**config.mk**
```make
export PLATFORM = sky130hd
export DESIGN_NAME = bresenham_line_pixel_generator
export DESIGN_NICKNAME = d
export VERILOG_FILES = /design/src/blpg_pkg.sv /design/src/blpg_ctrl.sv /design/src/blpg_datapath.sv /design/src/bresenham_line_pixel_generator.sv
export VERILOG_INCLUDE_DIRS = /design/src /design/src/src
export SDC_FILE = /design/constraint.sdc
export NUM_CORES = 1
export LEC_CHECK = 0
export ABC_AREA = 1
export BUFFER_PORTS_ARGS = -buffer_cell sky130_fd_sc_hd__buf_2
export CAP_MARGIN = 20
export CORE_MARGIN = 3
export CORE_UTILIZATION = 55
export CTS_CLUSTER_DIAMETER = 80
export DETAILED_ROUTE_END_ITERATION = 6
export PLACE_DENSITY_LB_ADDON = 0.2
export SLEW_MARGIN = 10
export SYNTH_ARGS = -nofsm -noshare
export SYNTH_HDL_FRONTEND = slang
export SYNTH_SLANG_ARGS = --single-unit
```
**constraint.sdc**
```tcl
create_clock -name i_clk -period 6.79 [get_ports i_clk]
set_clock_uncertainty 0.2 [all_clocks]
set_input_delay 0.3395 -clock i_clk [delete_from_list [all_inputs] [get_ports i_clk]]
set_output_delay 0.3395 -clock i_clk [all_outputs]
set_load 0.02 [all_outputs]
```
**src/assert_macros.svh**
```systemverilog
// assertion macros used by the top-level rtl file
`ifndef ASSERT_MACROS_SVH
`define ASSERT_MACROS_SVH

// same-cycle implication, held off during reset
`define ASSERT_SAME(label, clk, rst_n, ante, cons) \
    label: assert property (@(posedge clk) disable iff (!rst_n) (ante) |-> (cons)) \
        else $error("same-cycle check failed");

// next-cycle implication, held off during reset
`define ASSERT_NEXT(label, clk, rst_n, ante, cons) \
    label: assert property (@(posedge clk) disable iff (!rst_n) (ante) |=> (cons)) \
        else $error("next-cycle check failed");

`endif

```
**src/blpg_pkg.sv**
```systemverilog
// shared types and constants for the line pixel generator
`default_nettype none

package blpg_pkg;

    localparam int BLPG_COORD_BITS = 12;

    // command codes of an input item
    localparam logic CMD_START = 1'b0;
    localparam logic CMD_NEXT  = 1'b1;

    // commands from controller to datapath
    typedef struct packed {
        logic capture;  // latch endpoints and raw deltas
        logic setup;    // build line state, emit start result
        logic step;     // emit one pixel and advance
        logic idle_nxt; // next item with no line running
    } t_dp_cmd;

    // status from datapath to controller
    typedef struct packed {
        logic line_active;
    } t_dp_stat;

endpackage

`default_nettype wire

```
**src/blpg_ctrl.sv**
```systemverilog
// controller state machine: accepts items and sequences the datapath
`default_nettype none

module blpg_ctrl import blpg_pkg::*; (
    input  wire logic     i_clk,
    input  wire logic     i_rst_n,
    input  wire logic     start,
    input  wire logic     i_command,
    input  wire t_dp_stat i_stat,
    output logic          busy,
    output t_dp_cmd       o_cmd
);

    typedef enum logic [1:0] {
        S_IDLE  = 2'b01,
        S_SETUP = 2'b10
    } t_state;

    t_state r_state;
    t_state n_state;
    logic   w_accept;

    assign w_accept = start && !busy;

    always_comb begin
        n_state = r_state;
        busy    = 1'b0;
        o_cmd   = '0;
        unique case (r_state)
            S_IDLE: begin
                if (w_accept) begin
                    if (i_command == CMD_START) begin
                        o_cmd.capture = 1'b1;
                        n_state       = S_SETUP;
                    end else if (i_stat.line_active) begin
                        o_cmd.step = 1'b1;
                    end else begin
                        o_cmd.idle_nxt = 1'b1;
                    end
                end
            end
            S_SETUP: begin
                busy        = 1'b1;
                o_cmd.setup = 1'b1;
                n_state     = S_IDLE;
            end
            default: begin
                n_state = S_IDLE;
            end
        endcase
    end

    always_ff @(posedge i_clk) begin
        if (!i_rst_n) begin
            r_state <= S_IDLE;
        end else begin
            r_state <= n_state;
        end
    end

endmodule

`default_nettype wire

```
**src/blpg_datapath.sv**
```systemverilog
// datapath: endpoint setup, error-term stepping and result registers
`default_nettype none

module blpg_datapath import blpg_pkg::*; #(
    parameter int COORD_BITS = BLPG_COORD_BITS
) (
    input  wire logic                         i_clk,
    input  wire logic                         i_rst_n,
    input  wire t_dp_cmd                      i_cmd,
    input  wire logic signed [COORD_BITS-1:0] i_start_x,
    input  wire logic signed [COORD_BITS-1:0] i_start_y,
    input  wire logic signed [COORD_BITS-1:0] i_end_x,
    input  wire logic signed [COORD_BITS-1:0] i_end_y,
    output t_dp_stat                          o_stat,
    output logic                              o_result_valid,
    output logic                              o_pixel_valid,
    output logic                              o_last,
    output logic signed [COORD_BITS-1:0]      o_pixel_x,
    output logic signed [COORD_BITS-1:0]      o_pixel_y,
    output logic        [COORD_BITS-1:0]      o_step_index,
    output logic        [COORD_BITS-1:0]      o_step_total,
    output logic                              o_colors_swapped
);

    localparam int N = COORD_BITS;
    localparam int E = COORD_BITS + 3;

    // captured endpoints and raw deltas
    logic signed [N-1:0] r_x0, r_y0, r_x1, r_y1;
    logic        [N:0]   r_dx, r_dy;

    // line state
    logic signed [N-1:0] r_cur_x, r_cur_y, r_major_end;
    logic signed [E-1:0] r_err;
    logic        [N-1:0] r_major_delta, r_minor_delta, r_cnt;
    logic                r_minor_dir, r_y_major, r_line_active, r_swapped;

    // result registers
    logic                r_out_valid, r_out_pix, r_out_last, r_out_swapped;
    logic signed [N-1:0] r_out_x, r_out_y;
    logic        [N-1:0] r_out_idx, r_out_total;

    // setup terms
    logic [N:0]          w_ndx, w_ndy;
    logic [N-1:0]        w_adx, w_ady, w_major, w_minor;
    logic                w_y_major, w_dx_pos, w_dy_pos, w_swap, w_minor_dir;
    logic signed [N-1:0] w_sx, w_sy, w_send;
    logic signed [E-1:0] w_err0;

    // step terms
    logic [N:0]          w_cnt_next;
    logic                w_last, w_err_pos;
    logic signed [N-1:0] w_minor_cur, w_minor_next, w_major_cur, w_major_next;
    logic signed [E-1:0] w_two_minor, w_two_major, w_err_next;

    assign o_stat.line_active = r_line_active;

    always_comb begin
        w_ndx    = -r_dx;
        w_ndy    = -r_dy;
        w_adx    = r_dx[N] ? w_ndx[N-1:0] : r_dx[N-1:0];
        w_ady    = r_dy[N] ? w_ndy[N-1:0] : r_dy[N-1:0];
        w_y_major = !(w_ady < w_adx);
        w_dx_pos = !r_dx[N] && (r_dx != '0);
        w_dy_pos = !r_dy[N] && (r_dy != '0);
        // endpoints run backwards when the major delta is not positive
        w_swap   = w_y_major ? !w_dy_pos : !w_dx_pos;
        if (w_y_major) begin
            w_minor_dir = w_swap ? w_dx_pos : r_dx[N];
            w_major     = w_ady;
            w_minor     = w_adx;
            w_send      = w_swap ? r_y0 : r_y1;
        end else begin
            w_minor_dir = w_swap ? w_dy_pos : r_dy[N];
            w_major     = w_adx;
            w_minor     = w_ady;
            w_send      = w_swap ? r_x0 : r_x1;
        end
        w_sx   = w_swap ? r_x1 : r_x0;
        w_sy   = w_swap ? r_y1 : r_y0;
        w_err0 = signed'({2'b00, w_minor, 1'b0} - {3'b000, w_major});
    end

    always_comb begin
        w_cnt_next   = {1'b0, r_cnt} + {{N{1'b0}}, 1'b1};
        w_last       = w_cnt_next >= {1'b0, r_major_delta};
        w_err_pos    = !r_err[E-1] && (r_err != '0);
        w_minor_cur  = r_y_major ? r_cur_x : r_cur_y;
        w_major_cur  = r_y_major ? r_cur_y : r_cur_x;
        w_major_next = w_major_cur + N'(1);
        if (!w_err_pos) begin
            w_minor_next = w_minor_cur;
        end else if (r_minor_dir) begin
            w_minor_next = w_minor_cur - N'(1);
        end else begin
            w_minor_next = w_minor_cur + N'(1);
        end
        w_two_minor = signed'({2'b00, r_minor_delta, 1'b0});
        w_two_major = signed'({2'b00, r_major_delta, 1'b0});
        w_err_next  = r_err + w_two_minor - (w_err_pos ? w_two_major : E'(0));
    end

    always_ff @(posedge i_clk) begin
        if (i_cmd.capture) begin
            r_x0 <= i_start_x;
            r_y0 <= i_start_y;
            r_x1 <= i_end_x;
            r_y1 <= i_end_y;
            r_dx <= {i_end_x[N-1], i_end_x} - {i_start_x[N-1], i_start_x};
            r_dy <= {i_end_y[N-1], i_end_y} - {i_start_y[N-1], i_start_y};
        end
    end

    always_ff @(posedge i_clk) begin
        if (!i_rst_n) begin
            r_cur_x       <= '0;
            r_cur_y       <= '0;
            r_major_end   <= '0;
            r_err         <= '0;
            r_major_delta <= '0;
            r_minor_delta <= '0;
            r_cnt         <= '0;
            r_minor_dir   <= 1'b0;
            r_y_major     <= 1'b0;
            r_line_active <= 1'b0;
            r_swapped     <= 1'b0;
        end else if (i_cmd.setup) begin
            r_cur_x       <= w_sx;
            r_cur_y       <= w_sy;
            r_major_end   <= w_send;
            r_err         <= w_err0;
            r_major_delta <= w_major;
            r_minor_delta <= w_minor;
            r_cnt         <= '0;
            r_minor_dir   <= w_minor_dir;
            r_y_major     <= w_y_major;
            r_line_active <= (w_major != '0);
            r_swapped     <= w_swap;
        end else if (i_cmd.step) begin
            r_cnt <= w_cnt_next[N-1:0];
            r_err <= w_err_next;
            if (r_y_major) begin
                r_cur_x <= w_minor_next;
                r_cur_y <= w_major_next;
            end else begin
                r_cur_x <= w_major_next;
                r_cur_y <= w_minor_next;
            end
            r_line_active <= !(w_last || (w_major_next == r_major_end));
        end
    end

    always_ff @(posedge i_clk) begin
        if (!i_rst_n) begin
            r_out_valid <= 1'b0;
        end else begin
            r_out_valid <= i_cmd.setup || i_cmd.step || i_cmd.idle_nxt;
        end
    end

    always_ff @(posedge i_clk) begin
        if (i_cmd.setup) begin
            r_out_pix     <= 1'b0;
            r_out_last    <= (w_major == '0);
            r_out_x       <= w_sx;
            r_out_y       <= w_sy;
            r_out_idx     <= '0;
            r_out_total   <= w_major;
            r_out_swapped <= w_swap;
        end else if (i_cmd.step) begin
            r_out_pix     <= 1'b1;
            r_out_last    <= w_last;
            r_out_x       <= r_cur_x;
            r_out_y       <= r_cur_y;
            r_out_idx     <= r_cnt;
            r_out_total   <= r_major_delta;
            r_out_swapped <= r_swapped;
        end else if (i_cmd.idle_nxt) begin
            r_out_pix     <= 1'b0;
            r_out_last    <= 1'b0;
            r_out_x       <= '0;
            r_out_y       <= '0;
            r_out_idx     <= '0;
            r_out_total   <= r_major_delta;
            r_out_swapped <= r_swapped;
        end
    end

    assign o_result_valid   = r_out_valid;
    assign o_pixel_valid    = r_out_pix;
    assign o_last           = r_out_last;
    assign o_pixel_x        = r_out_x;
    assign o_pixel_y        = r_out_y;
    assign o_step_index     = r_out_idx;
    assign o_step_total     = r_out_total;
    assign o_colors_swapped = r_out_swapped;

endmodule

`default_nettype wire

```
**src/bresenham_line_pixel_generator.sv**
```systemverilog
// next item: result strobed in the cycle after acceptance, one pixel per clock sustained
// start item: endpoint deltas registered then line setup; busy for one cycle
// results leave through the output register and cannot be stalled by the receiver
// a running line is abandoned by a new start item
// synchronous active-low reset returns to idle with no line and zeroed line state
`default_nettype none

`include "assert_macros.svh"

module bresenham_line_pixel_generator import blpg_pkg::*; #(
    parameter int COORD_BITS = BLPG_COORD_BITS
) (
    input  wire logic                         i_clk,
    input  wire logic                         i_rst_n,
    input  wire logic                         start,
    output logic                              busy,
    input  wire logic                         i_command,
    input  wire logic signed [COORD_BITS-1:0] i_start_x,
    input  wire logic signed [COORD_BITS-1:0] i_start_y,
    input  wire logic signed [COORD_BITS-1:0] i_end_x,
    input  wire logic signed [COORD_BITS-1:0] i_end_y,
    output logic                              o_result_valid,
    output logic                              o_pixel_valid,
    output logic                              o_last,
    output logic signed [COORD_BITS-1:0]      o_pixel_x,
    output logic signed [COORD_BITS-1:0]      o_pixel_y,
    output logic        [COORD_BITS-1:0]      o_step_index,
    output logic        [COORD_BITS-1:0]      o_step_total,
    output logic                              o_colors_swapped
);

    t_dp_cmd  w_cmd;
    t_dp_stat w_stat;
    logic     w_start_acc;
    logic     w_next_acc;
    logic     w_pixel_out;

    blpg_ctrl u_ctrl (
        .i_clk     (i_clk),
        .i_rst_n   (i_rst_n),
        .start     (start),
        .i_command (i_command),
        .i_stat    (w_stat),
        .busy      (busy),
        .o_cmd     (w_cmd)
    );

    blpg_datapath #(
        .COORD_BITS (COORD_BITS)
    ) u_dp (
        .i_clk            (i_clk),
        .i_rst_n          (i_rst_n),
        .i_cmd            (w_cmd),
        .i_start_x        (i_start_x),
        .i_start_y        (i_start_y),
        .i_end_x          (i_end_x),
        .i_end_y          (i_end_y),
        .o_stat           (w_stat),
        .o_result_valid   (o_result_valid),
        .o_pixel_valid    (o_pixel_valid),
        .o_last           (o_last),
        .o_pixel_x        (o_pixel_x),
        .o_pixel_y        (o_pixel_y),
        .o_step_index     (o_step_index),
        .o_step_total     (o_step_total),
        .o_colors_swapped (o_colors_swapped)
    );

    assign w_start_acc = start && !busy && (i_command == CMD_START);
    assign w_next_acc  = start && !busy && (i_command == CMD_NEXT);
    assign w_pixel_out = o_result_valid && o_pixel_valid;

    // start item holds the port for its setup cycle and gives no result yet
    `ASSERT_NEXT(a_start_setup, i_clk, i_rst_n, w_start_acc, busy && !o_result_valid)
    // next item always gives its result in the following cycle
    `ASSERT_NEXT(a_next_result, i_clk, i_rst_n, w_next_acc, o_result_valid)
    // setup never lasts more than one cycle
    `ASSERT_NEXT(a_busy_short, i_clk, i_rst_n, busy, !busy)
    // an emitted pixel always lies inside the line's step range
    `ASSERT_SAME(a_index_range, i_clk, i_rst_n, w_pixel_out, o_step_index < o_step_total)

endmodule

`default_nettype wire

```
==> metrics.txt, run 1 <==
most frequent cells in the layout=287 x nand2_1, 258 x inv_1, 216 x o21ai_0; clk buf depth=3; Via Count=12358; die area=about 27000 um2; CTS Root Cell=clkbuf_16; Iteration-0 DRC Markers=1154; leading cell type in the layout, fill and taps excluded=nand2_1; post-detail-place hpwl=between 20000 and 30000 um; Ant. Diodes=0; placed cell area=14500 um2; wire per inst=between 15 and 20 um; Metal-1 WL=approximately 16000 um; Post-route DRC=0; GRT Util Overall=roughly 28%; I/O pins=approximately 110; Max Fanout on Critical Path=60; Final ANT Viol Nets=0; number of buffers created by CTS=26; Worst Path Required=a little over 7 ns; number of global-route vias before repair=around 11000; Mapped Area=about 14000 um2; Pwr Total=between 3 and 4 mW; DRT Pass-1 Iters=6; first-pass GRT wire length=59500 um; # resized after CTS=0; CTS tree=built; layout cell share with drive strength beyond 1=between 10% and 20%; post-route cell area=between 15000 and 20000 um2; min cycle time layout=a little over 5 ns; CTS clk-pin slew, worst paths=roughly 0.06 ns; synthesized area per cell=just under 8 um2; Hold Vio Cnt, Final=0; slew margin rel.=31.2%; Die Ht=roughly 160 um; Pwr per Cell Area=roughly 240 nW/um2; CP Capture Type=flip-flop; port buffer count=104; RSZ-0062 raised after global routing=no; worst slew pin tran=a little over 1 ns; gpl congestion=0.921; max layer used=met4; nets@finish=just over 2000; Std-Cell Rows=57; Fin Setup TNS=0 ns; routed wl met3=about 3300 um; number of library cell types mapped by synthesis=54; Area growth syn-to-layout=14.7%; vias per inst=around 5.6; CP Data Arrival Time=roughly 5.3 ns; Setup-failing EPs final=0; Mapped Cells=1746; Clock Latency Late Sink=0.53 ns; Slew Limit Fails=0; max-cap violations=0; largest net degree at the start of global routing=76; status=finished clean; Worst Setup Start Kind=flip-flop; Synthesized Nets=around 1900; total routed wirelength=between 30000 and 40000 um; Die W=between 150 and 200 um; YS warnings=0; Initial Utilization=56.3%; LEAKAGE=~7 nW; core box area=24500 um2; Seq/Total Area, Yosys=39.8%; Worst VDD drop=approximately 220 uV; fmax=a little under 200 MHz; Final period util=around three quarters; routed length on met2=approximately 16000 um; Seq cells post-synth=around 220; Setup CP Type=reg -> reg; H-tree levels=1; clock sink total=approximately 220; Hold Crit Class=in -> reg; initial antenna violation count=0; Overflow after GRT=0
==> cells in the mapped netlist (all sizes together) <==
cell type	n	area, um2
nor3b	1	7.51
o221ai	2	17.5
and2	2	15.0
a221oi	9	78.8
buf	24	143
a22oi	1	7.51
nor4	6	37.5
a31oi	14	87.6
nor3	8	40.0
a21boi	3	22.5
a211oi	8	60.1
a21o	2	15.0
o211ai	18	135
mux2i	7	70.1
a21oi	94	470
nor2	139	549
nand3b	6	45.0
o31ai	2	15.0
xnor2	23	201
o21a	1	7.51
dfxtp	107	2140
ha	78	976
nand2	308	1220
nand4	13	81.3
o22ai	15	93.8
clkbuf	46	173
fa	17	340
a2111oi	1	8.76
o2111ai	1	8.76
xor2	51	447
inv	269	1010
nand3	89	465
o21bai	27	203
o21ai	236	1210
o21ba	1	10.0
or2	4	25.0
a41oi	1	8.76
edfxtp	112	3360
==> worst max-delay path: stages, from the launching register on <==
cell and delay [ns]:
edfxtp_1 0.62, inv_1 0.15, o21ai_1 0.24, a21oi_1 0.08
xor2_1 0.29, inv_1 0.08, ha_1 0.31, nand3_2 0.08
nor2_1 0.19, nand2_2 0.14, nand2_4 0.45, inv_2 0.28
o21ai_0 0.56, ha_1 0.34, nand2_1 0.09, nand3b_1 0.11
nand2_1 0.10, nand4_1 0.10, nand2_1 0.08, nand2_1 0.11
nand2_1 0.06, nand3_1 0.06, nand3_1 0.08, a21oi_1 0.14
==> flip-flops by register name, indices dropped and copies added, names as in the netlist, 2 cells and up <==
name / count
u_dp.r_cnt: 12
u_dp.r_minor_delta: 12
u_dp.r_y0: 12
u_dp.r_x1: 12
u_ctrl.r_state: 2
u_dp.o_pixel_x: 12
u_dp.r_y1: 12
u_dp.r_err: 15
u_dp.r_cur_y: 12
u_dp.r_major_delta: 12
u_dp.o_step_index: 12
u_dp.o_pixel_y: 12
u_dp.r_x0: 12
u_dp.o_step_total: 12
u_dp.r_cur_x: 12
u_dp.r_major_end: 12
u_dp.r_dy: 13
u_dp.r_dx: 13
==> final cells by class <==
type | count | area [um2]
fillers | 2091 | 8690
multi-input cells | 1188 | 7000
flip-flops and latches | 219 | 5510
repair buffers | 161 | 1070
inverters | 269 | 1010
clock buffers | 33 | 708
well taps | 324 | 405
clock inverters | 13 | 148
==> timing repair <==
item	CTS	global route
setup buffers	0	0
hold endpoints to repair	48	0
hold buffers	48	0
endpoints found under the setup margin	0	0
==> through the flow <==
| step | worst slack, ns | instances | util, % | hold slack (ns) |
|---|---|---|---|---|
| floorplan | 0.112 | 1746 | - | 0.238 |
| finish | 1.75 | 2207 | 64.6 | 0.218 |
| CTS | 1.80 | 2207 | 64.6 | 0.193 |
| detailed placement | 1.83 | 2113 | 59.1 | 0.238 |
| global placement | 2.08 | 2113 | 59.1 | 0.228 |
| global route | 1.19 | 2207 | 64.6 | 0.261 |
==> logic make-up (layout without fill, tap and decap cells) <==
family	Yosys count	after routing	synth area share, %
AO/OA/AOI/OAI	436	436	17.8
XOR/XNOR	74	74	4.69
adder cells (fa/ha/maj)	95	95	9.53
buffers and inverters	339	476	9.61
flip-flops	219	219	39.8
multiplexers	7	7	0.507
AND/OR/NAND/NOR	576	576	18.0
==> per-layer routing <==
layer  up-vias  track usage (%)
met4         0             7.74
li1       6069                -
met3        65             4.24
met5         -                0
met1      5705             40.0
met2       519             42.8
==> report_power, final <==
part	switching [mW]	leakage (nW)	total [mW]	internal, mW
Clock	0.555	0.425	1.40	0.850
Sequential	0.0297	1.91	1.47	1.44
Combinational	0.671	4.75	1.00	0.331
Total	1.26	7.09	3.88	2.63
==> worst paths after layout <==
check	startpoint	endpoint	slack (ns)	cells past startpoint
max	u_dp.r_dx[12]$_DFFE_PP_	u_dp.r_err[9]$_SDFFE_PN0P_	1.75	23
min	i_rst_n	u_ctrl.r_state[0]$_SDFFE_PN1P_	0.22	3
max reg2reg	u_dp.r_dx[12]$_DFFE_PP_	u_dp.r_err[9]$_SDFFE_PN0P_	1.75	23
min reg2reg	u_dp.o_pixel_valid$_SDFFE_PP0P_	u_dp.o_pixel_valid$_SDFFE_PP0P_	0.25	2
No activity file was read; power rests on OpenSTA's default activity.
==> run 2: changes to the inputs <==
Settings changed: ABC_AREA 1 to 0, CORE_UTILIZATION 55 to 56.
Clock period 6.79 ns to 4.1 ns, I/O delays scaled along.
==> metrics.txt, run 2 <==
status=finished, violations left; failing checks=setup timing; I/O pins=between 100 and 150; Mapped Cells=between 1500 and 2000; layout cell share with drive strength beyond 1=28.1%; leading cell type in the layout, fill and taps excluded=buf_4; fmax=200 MHz; Worst Path Buf+Inv=0; Clock Latency Late Sink=between 0.5 and 0.6 ns; GRT Util Overall=a little under a third; Std-Cell Rows=between 50 and 60; wire per inst=around 20 um; Ant. Diodes=0; clock sink total=219; Hold Crit Class=in -> reg; area leader, netlist=edfxtp_1; post-detail-place hpwl=around 28000 um; Filler Cells Inserted=~1600; Top delay family on crit path=compound AO/OA/AOI/OAI gates; Hold Vio Cnt, Final=0; most common cell in the netlist=nor2_1; largest cells by area after synthesis=edfxtp_1 24%, dfxtp_1 15%, ha_1 7.0%; Worst Hold Slack=approximately 0.20 ns; CTS Root Cell=clkbuf_16; H-tree levels=1; worst slew pin tran=around 0.95 ns; nets@finish=2020; number of buffers created by CTS=25; Slew Limit Fails=0; FF/Latch Area=roughly 5500 um2; Initial Utilization=~57%; gpl congestion=0.911; first-pass GRT wire length=roughly 66000 um; max-cap violations=0; number of global-route vias before repair=~13000; hold wc startpoint=i_start_x[11]; YS warnings=0; RSZ-0062 raised after global routing=yes; most flop-heavy register=u_dp.r_err; Post-synth top flop=edfxtp_1; ys async rst share=0%; Yosys top cell area share=about a quarter; CP Data Arrival Time=around 5.2 ns; synthesized area per cell=about 9.2 um2; CTS tree=built; crit-path max cell delay=~0.43 ns; Top Registers=u_dp.r_err: 15 flops, u_dp.r_dx: 13 flops, u_dp.r_dy: 13 flops; Critical Path Start=u_dp.r_dy[4]$_DFFE_PP_; Die Ht=~160 um; Synthesized Nets=~1700; Seq/Total Area, Yosys=approximately two fifths; clk buf depth=3; initial antenna violation count=0; die area=about 27000 um2; crit-path cells=nor4_4, nand2_1, o31a_1, xor2_2, ha_1, nand2_1, a2111o_1, o211ai_1, a41oi_4, o21ai_4, mux2_4, fa_2, a21oi_4, o21ai_2, and3_4, o21ai_4, o31ai_4, o211a_1, a211o_1, a221oi_2; Mapped Area=between 10000 and 15000 um2; min cycle time layout=4.99 ns; Post-synth EDFFs=between 100 and 150; vias per inst=5.88; CTS clk-pin slew, worst paths=0.07 ns; Post-route DRC=0; number of library cell types mapped by synthesis=between 80 and 90; Largest register FFs=15; Pwr Total=between 7 and 8 mW; Setup-failing EPs final=65; Max Fanout on Critical Path=3; Worst Path Required=between 4 and 5 ns; footprint of the multi-input gates=approximately 8400 um2; most frequent cells in the layout=212 x buf_4, 141 x nor2_1, 133 x nand2_1; CP Capture Type=flip-flop; Iteration-0 DRC Markers=approximately 1200; Critical Path Slowest Stage Cell=edfxtp_1; Worst VDD drop=approximately 350 uV; Die W=164 um; Pwr per Cell Area=between 300 and 400 nW/um2; total routed wirelength=around 44000 um; Seq cells post-synth=about 220; largest net degree at the start of global routing=75; port buffer count=between 100 and 150; Overflow after GRT=0; slew margin rel.=between 30% and 40%; Area growth syn-to-layout=34.5%; core box area=roughly 24000 um2; Setup CP Type=reg -> reg; Via Count=roughly 13000; LEAKAGE=between 8 and 9 nW; DRT Pass-1 Iters=5; Final period util=122%; Post-synth top cells=150 x nor2_1, 134 x nand2_1, 125 x inv_1, 112 x edfxtp_1, 107 x dfxtp_1; final setup margin=-0.888 ns; Final ANT Viol Nets=0; Worst Setup Start Kind=flip-flop; reg2reg start=u_dp.r_dy[4]$_DFFE_PP_
==> run 2: routing by layer <==
| metal | up-vias | wire (um) | global-route usage (%) |
|---|---|---|---|
| met5 | - | 0 | 0 |
| met4 | 0 | 2030 | 12.2 |
| met3 | 127 | 3360 | 4.16 |
| met2 | 683 | 20900 | 52.0 |
| met1 | 6141 | 17400 | 40.1 |
| li1 | 6084 | - | - |
==> run 2: logic make-up after synthesis <==
logic type               after synthesis  synth area share [%]
AND/OR/NAND/NOR                      435                  14.5
AO/OA/AOI/OAI                        386                  18.7
flip-flops                           219                  39.4
buffers and inverters                198                  5.55
XOR/XNOR                             108                  6.83
adder cells (fa/ha/maj)               97                  9.57
multiplexers                          73                  5.47
==> run 2: path summary, 6_finish.rpt <==
check,end,slack [ns],cells after the start
hold / removal,u_dp.r_x0[11]$_DFFE_PP_,0.20,2
setup / recovery,u_dp.r_err[8]$_SDFFE_PN0P_,-0.89,20
setup reg to reg,u_dp.r_err[8]$_SDFFE_PN0P_,-0.89,20
hold reg to reg,u_dp.r_minor_delta[5]$_SDFFE_PN0P_,0.26,2
==> run 2: power by group <==
part,leakage (nW),switching [mW],total [mW],internal [mW]
clock network,0.398,0.934,2.30,1.37
logic,5.69,1.37,2.69,1.32
registers,1.91,0.0494,2.44,2.39
==> run 2: area by class of cell <==
type	instances	share of cell area, %
multi-input cells	1099	44.8
flip-flops and latches	219	29.3
clock inverters	18	1.05
well taps	324	2.16
repair buffers	399	16.7
inverters	129	2.58
clock buffers	27	3.37
==> run 2: what timing repair did <==
action / 4_1_cts / 5_1_grt
hold endpoints to repair: 70 / 0
pin swaps: 44 / 29
setup buffers: 46 / 13
setup endpoints to repair: 68 / 89
gates resized for setup: 106 / 62
hold buffers: 51 / 0
gates cloned: 4 / 3
==> run 2: per-stage QoR <==
step	utilization, %	setup TNS (ns)	cell area [um2]	cells	setup slack [ns]
floorplan	-	-9.96	14100	1516	-0.990
global placement	66.5	-25.60	16200	2074	-0.822
detailed placement	66.5	-33.30	16200	2074	-0.996
CTS	75.4	-21.05	18400	2209	-0.718
global route	77.0	-34.98	18800	2215	-1.01
finish	77.0	-28.68	18800	2215	-0.888
